--- src/rtl/core/teq_pkg.sv ---
// ----------------------------------------------------------------------------
// teq_pkg
// shared types and constants of the timed event queue
// ----------------------------------------------------------------------------
package teq_pkg;

    localparam int QUEUE_DEPTH = 64;
    localparam int MAX_RESULTS = 64;
    localparam int NCNT_W      = $clog2(MAX_RESULTS + 1);

    localparam logic [2:0] KIND_ADD     = 3'd0;
    localparam logic [2:0] KIND_DEL_ONE = 3'd1;
    localparam logic [2:0] KIND_DEL_ALL = 3'd2;
    localparam logic [2:0] KIND_ADVANCE = 3'd3;
    localparam logic [2:0] KIND_CLEAR   = 3'd4;

    localparam logic [2:0] EV_ONE_TIME  = 3'd0;
    localparam logic [2:0] EV_RANGED    = 3'd1;
    localparam logic [2:0] EV_END_RANGE = 3'd2;
    localparam logic [2:0] EV_PERIODIC  = 3'd3;
    localparam logic [2:0] EV_DAILY     = 3'd4;

    localparam logic REG_DELETION_LOCK   = 1'b0;
    localparam logic REG_SECONDS_PER_DAY = 1'b1;

    localparam logic [31:0] DAY_RESET = 32'd86400;

    typedef struct packed {
        logic [31:0] stamp;
        logic [7:0]  id;
        logic [31:0] param;
        logic [2:0]  etype;
        logic [31:0] offset;
        logic        marked;
    } teq_entry_t;

    typedef enum logic [3:0] {
        CELL_HOLD,
        CELL_INSERT,
        CELL_SHIFT,
        CELL_CLEAR,
        CELL_SCAN,
        CELL_MATCH_ALL,
        CELL_MARK_SWEEP,
        CELL_COMPACT,
        CELL_DROP
    } teq_cell_op_t;

    typedef struct packed {
        teq_cell_op_t op;
        logic         lock;
        logic         phase;
        logic [7:0]   key_id;
        logic [31:0]  key_param;
        teq_entry_t   new_entry;
    } teq_cell_ctl_t;

    typedef enum logic [3:0] {
        ST_IDLE,
        ST_INSERT,
        ST_SCAN,
        ST_DEL_ALL,
        ST_COMPACT,
        ST_ACK,
        ST_ADV_CHECK,
        ST_ADV_POP,
        ST_ADV_REPOST,
        ST_FINAL
    } teq_state_t;

endpackage

--- src/rtl/core/teq_cell.sv ---
// ----------------------------------------------------------------------------
// teq_cell
// one queue slot: holds an entry and trades it with its neighbors
// ----------------------------------------------------------------------------
module teq_cell import teq_pkg::*;
(
    input  logic          clk,
    input  logic          rst_n,
    input  teq_cell_ctl_t ctl,
    input  logic          odd,
    input  teq_entry_t    prev_entry,
    input  logic          prev_valid,
    input  logic          prev_le,
    input  logic          prev_kill,
    input  logic          prev_tok,
    input  teq_entry_t    next_entry,
    input  logic          next_valid,
    input  logic          next_kill,
    output teq_entry_t    entry,
    output logic          valid,
    output logic          kill,
    output logic          le,
    output logic          tok_out,
    output logic          hit
);

    teq_entry_t entry_reg, entry_next;
    logic valid_reg, valid_next;
    logic kill_reg, kill_next;
    logic tok_reg, tok_next;
    logic match_one, match_id, left_side;

    assign entry = entry_reg;
    assign valid = valid_reg;
    assign kill  = kill_reg;
    assign le    = valid_reg && (entry_reg.stamp <= ctl.new_entry.stamp);

    assign match_id  = valid_reg && !entry_reg.marked && (entry_reg.id == ctl.key_id);
    assign match_one = match_id && (entry_reg.param == ctl.key_param);
    assign tok_out   = tok_reg && valid_reg && !match_one;
    assign hit       = (ctl.op == CELL_SCAN) ? (tok_reg && match_one) : match_id;
    assign left_side = (odd == ctl.phase);

    always_comb
    begin
        entry_next = entry_reg;
        valid_next = valid_reg;
        kill_next  = kill_reg;
        tok_next   = tok_reg;
        case (ctl.op)
            CELL_INSERT:
            begin
                if (!le)
                begin
                    entry_next = prev_le ? ctl.new_entry : prev_entry;
                    valid_next = valid_reg || prev_valid;
                end
            end
            CELL_SHIFT:
            begin
                entry_next = next_entry;
                valid_next = next_valid;
            end
            CELL_CLEAR:
            begin
                valid_next = 1'b0;
                kill_next  = 1'b0;
                tok_next   = 1'b0;
            end
            CELL_SCAN:
            begin
                tok_next = prev_tok;
                if (tok_reg && match_one)
                begin
                    if (ctl.lock)
                        entry_next.marked = 1'b1;
                    else
                        kill_next = 1'b1;
                end
            end
            CELL_MATCH_ALL:
            begin
                if (match_id)
                begin
                    if (ctl.lock)
                        entry_next.marked = 1'b1;
                    else
                        kill_next = 1'b1;
                end
            end
            CELL_MARK_SWEEP:
            begin
                kill_next = valid_reg && entry_reg.marked;
            end
            CELL_COMPACT:
            begin
                if (left_side)
                begin
                    if (kill_reg && next_valid && !next_kill)
                    begin
                        entry_next = next_entry;
                        kill_next  = 1'b0;
                    end
                end
                else if (prev_kill && valid_reg && !kill_reg)
                begin
                    entry_next = prev_entry;
                    kill_next  = 1'b1;
                end
            end
            CELL_DROP:
            begin
                valid_next = valid_reg && !kill_reg;
                kill_next  = 1'b0;
            end
            default:
            begin
                entry_next = entry_reg;
            end
        endcase
    end

    always_ff @(posedge clk or negedge rst_n)
    begin
        if (!rst_n)
        begin
            valid_reg <= 1'b0;
            kill_reg  <= 1'b0;
            tok_reg   <= 1'b0;
        end
        else
        begin
            valid_reg <= valid_next;
            kill_reg  <= kill_next;
            tok_reg   <= tok_next;
        end
    end

    always_ff @(posedge clk)
    begin
        entry_reg <= entry_next;
    end

endmodule

--- config.mk ---
export PLATFORM = sky130hd
export DESIGN_NAME = teq_cell
export DESIGN_NICKNAME = d
export VERILOG_FILES = /design/src/rtl/core/teq_pkg.sv /design/src/rtl/core/teq_cell.sv
export SDC_FILE = /design/constraint.sdc
export NUM_CORES = 1
export LEC_CHECK = 0
export BUFFER_PORTS_ARGS = -buffer_cell sky130_fd_sc_hd__buf_4
export CAP_MARGIN = 20
export CORE_AREA = 5 5 186 188
export DETAILED_ROUTE_END_ITERATION = 10
export DIE_AREA = 0 0 191 193
export PLACE_DENSITY_LB_ADDON = 0.15
export SKIP_LAST_GASP = 1
export SYNTH_ARGS = -nofsm -noshare
export SYNTH_HDL_FRONTEND = slang
export SYNTH_SLANG_ARGS = --single-unit
export TNS_END_PERCENT = 30
--- constraint.sdc ---
create_clock -name clk -period 26.5 [get_ports clk]
set_input_delay 3.975 -clock clk [delete_from_list [all_inputs] [get_ports clk]]
set_output_delay 3.975 -clock clk [all_outputs]
set_load 0.02 [all_outputs]
==> flow_summary_export.csv <==
group,metric,value,unit
routing,vias_per_cell,4.50,
clock_tree,ctsResizeCount,0,
place,place_congestion,0.799,
timing,max_clock_freq,100,MHz
place,port-buffer-count,491,
global_routing,antenna_found_initial,0,
synthesis,synth_cell_types,52,
timing,slew_headroom,48.4,%
setup_path,crit_top_cell,"buf_4",
timing,slew_viol_final,0,
layout,antenna_cells,0,
power_and_ir_drop,finalPower,490,uW
synthesis,synth-xor-area-share,5.74,%
setup_path,arrival,6.00,ns
routing,dr.pass1.iters,11,
setup_path,cp_cell_sequence,"buf_4 > xor2_1 > nor4_2 > nand3_1 > or3_4 > or2_1 > a31oi_1 > buf_4",
layout,areaGrowthSynthToFinish,65.9,%
floorplan,core_area,32900,um2
clock_tree,cts_buffer_depth,2,
layout,final_cell_mix,"499 x buf_4, 142 x inv_1, 108 x edfxtp_1",
setup_path,worst-setup-path-type,"primary input to primary output",
clock_tree,cts_sinks,111,
synthesis,synth-simple-area-share,6.75,%
clock_tree,htreeDepth,3,
timing,setup_viol,0,
synthesis,synth.area.mux_share,0.299,%
synthesis,async_reset_ff_share,2.70,%
setup_path,worstSetupEndpointType,"primary output",
synthesis,netlist_area,6700,um2
timing,post-route-min-period,9.98,ns
clock_tree,root_buffer,"clkbuf_16",
routing,routedWlPerCell,20.0,um
synthesis,avgSynthCellArea,11.1,um2
place,post-place-ws,16.44,ns
synthesis,ys_seq_elements,111,
layout,final_cells,1528,
hold_path,hold_path_class,"register to register",
setup_path,crit_fanout,3,
synthesis,synth_top_family_by_area,"compound AO/OA/AOI/OAI gates",
status,status,"completed",
routing,totalWireLength,30.6,mm
setup_path,slowest_delay,0.47,ns
layout,layout_commonest_cell,"buf_4",
flow_run,drv_cap,0,
layout,fin_nets,1486,
routing,drc,0,
clock_tree,holdBufCountCts,0,
power_and_ir_drop,p_leak,5.30,nW
routing,antenna_left,0,
clock_tree,cts_tree,"done",
clock_tree,clkTransAtPathRegs,0.08,ns
timing,hold_viol,0,
global_routing,track_usage,15.2,%
setup_path,crit_slowest_cell,"or3_4",
floorplan,die_h,193,um
floorplan,die_w,191,um
power_and_ir_drop,pwr_density_cell,44.1,nW/um2
layout,drive_gt1_share,49.2,%
power_and_ir_drop,vdd_drop_max,0.0266,mV
setup_path,cp-start-kind,"primary input",
timing,tns,0,ns
synthesis,synthFlopType,"edfxtp_1",
routing,routed-via-count,6873,
clock_tree,post-cts-setup-buffers,0,
synthesis,ys_seq_area_share,49.6,%
global_routing,grt_pass1_wl,42.9,mm
clock_tree,clk_latency,0.36,ns
place,place_inst,1512,
routing,drt_iter0_drc,669,
place,detailedPlacementHpwl,24.2,mm
floorplan,start_util,20.3,%
synthesis,synthAdderAreaFrac,5.98,%
layout,largest_reg_flops,108,
floorplan,ioPinCount,492,
timing,period_share,37.7,%
floorplan,fp-row-count,67,
synthesis,synth_compound_area_share,20.6,%
timing,setup_slack,16.52,ns
floorplan,die_area,36900,um2
setup_path,required,22.52,ns
synthesis,synth-edff-count,108,
synthesis,syn_inst,605,
synthesis,yosys_warnings,0,
global_routing,overflow,0,
timing,fin_skew,0.0148,ns
timing,holdWs,0.591,ns
timing,max_slew.worst_pin.slew,0.774,ns
timing,rsz0062_at_grt,"false",
synthesis,synth_fp_nets,1016,
global_routing,grt_max_degree,64,
global_routing,grt_pass1_vias,7035,
clock_tree,numCtsBuffers,9,
==> cell type report <==
class                   instances  area [um2]
repair buffers                499        3750
inverters                     144         541
multi-input cells             310        2670
well taps                     448         561
flip-flops and latches        111        3320
clock inverters                 7        47.5
clock buffers                   9         225
fillers                      3480       21800
==> critical path, delay by kind of cell <==
family	cells	cell delay (ns)
AND/OR/NAND/NOR	4	1.40
buffers and inverters	2	0.28
XOR/XNOR	1	0.18
AO/OA/AOI/OAI	1	0.17
==> where the power goes <==
group / total (mW) / switching [mW] / leakage [nW] / internal, mW
Clock: 0.134 / 0.0697 / 0.133 / 0.0642
Combinational: 0.140 / 0.0680 / 4.12 / 0.0723
Sequential: 0.216 / 0.00737 / 1.04 / 0.208
Total: 0.490 / 0.145 / 5.30 / 0.345
==> synthesized netlist by cell type (3+ instances only) <==
| cell type | n | area share, % |
|---|---|---|
| o21ai_0 | 3 | 0.22 |
| dfrtp_1 | 3 | 1.1 |
| nand2_1 | 19 | 1.1 |
| and3_1 | 3 | 0.28 |
| inv_1 | 142 | 8.0 |
| a21oi_1 | 21 | 1.6 |
| nor4_1 | 9 | 0.84 |
| xor2_1 | 40 | 5.2 |
| edfxtp_1 | 108 | 48 |
| o22ai_1 | 3 | 0.28 |
| buf_6 | 3 | 0.50 |
| nand3_1 | 6 | 0.45 |
| ha_1 | 32 | 6.0 |
| nand4_1 | 7 | 0.65 |
| buf_2 | 18 | 1.3 |
| a222oi_1 | 107 | 16 |
| nor3_1 | 5 | 0.37 |
| clkbuf_1 | 18 | 1.0 |
| and4_1 | 3 | 0.39 |
| nor2_1 | 10 | 0.56 |
==> logic make-up after synthesis <==
| family | count (synthesis) |
|---|---|
| buffers and inverters | 184 |
| adders and majority gates | 32 |
| AOI/OAI and AO/OA | 156 |
| muxes | 2 |
| xor gates and xnor gates | 43 |
| and+or+nand+nor | 77 |
| DFF | 111 |
==> metal layers <==
layer | vias to the layer above | part of all wire (%) | track usage, %
met5 | - | 0 | 0
met4 | 0 | 1.8 | 3.73
met3 | 25 | 7.5 | 3.40
met2 | 304 | 52 | 27.3
met1 | 3260 | 39 | 18.6
li1 | 3284 | - | -
==> worst paths after layout <==
| kind | from | end | slack (ns) | depth (start not counted) |
|---|---|---|---|---|
| max | ctl[140] | hit | 16.52 | 8 |
| min | tok_reg | tok_reg | 0.59 | 2 |
| max reg2reg | entry[103] | entry[62] | 23.48 | 8 |
| min reg2reg | tok_reg | tok_reg | 0.59 | 2 |
| max in group asynchronous | rst_n | tok_reg | 23.00 | 1 |
| min in group asynchronous | rst_n | kill | 3.40 | 1 |
==> metrics by stage <==
stage	util, %	area, um2
after CTS	33.7	11100
after detailed placement	32.9	10800
after global routing	33.7	11100
final	33.7	11100
after floorplan	-	6700
after global placement	32.9	10800
No activity file was read; power rests on OpenSTA's default activity.
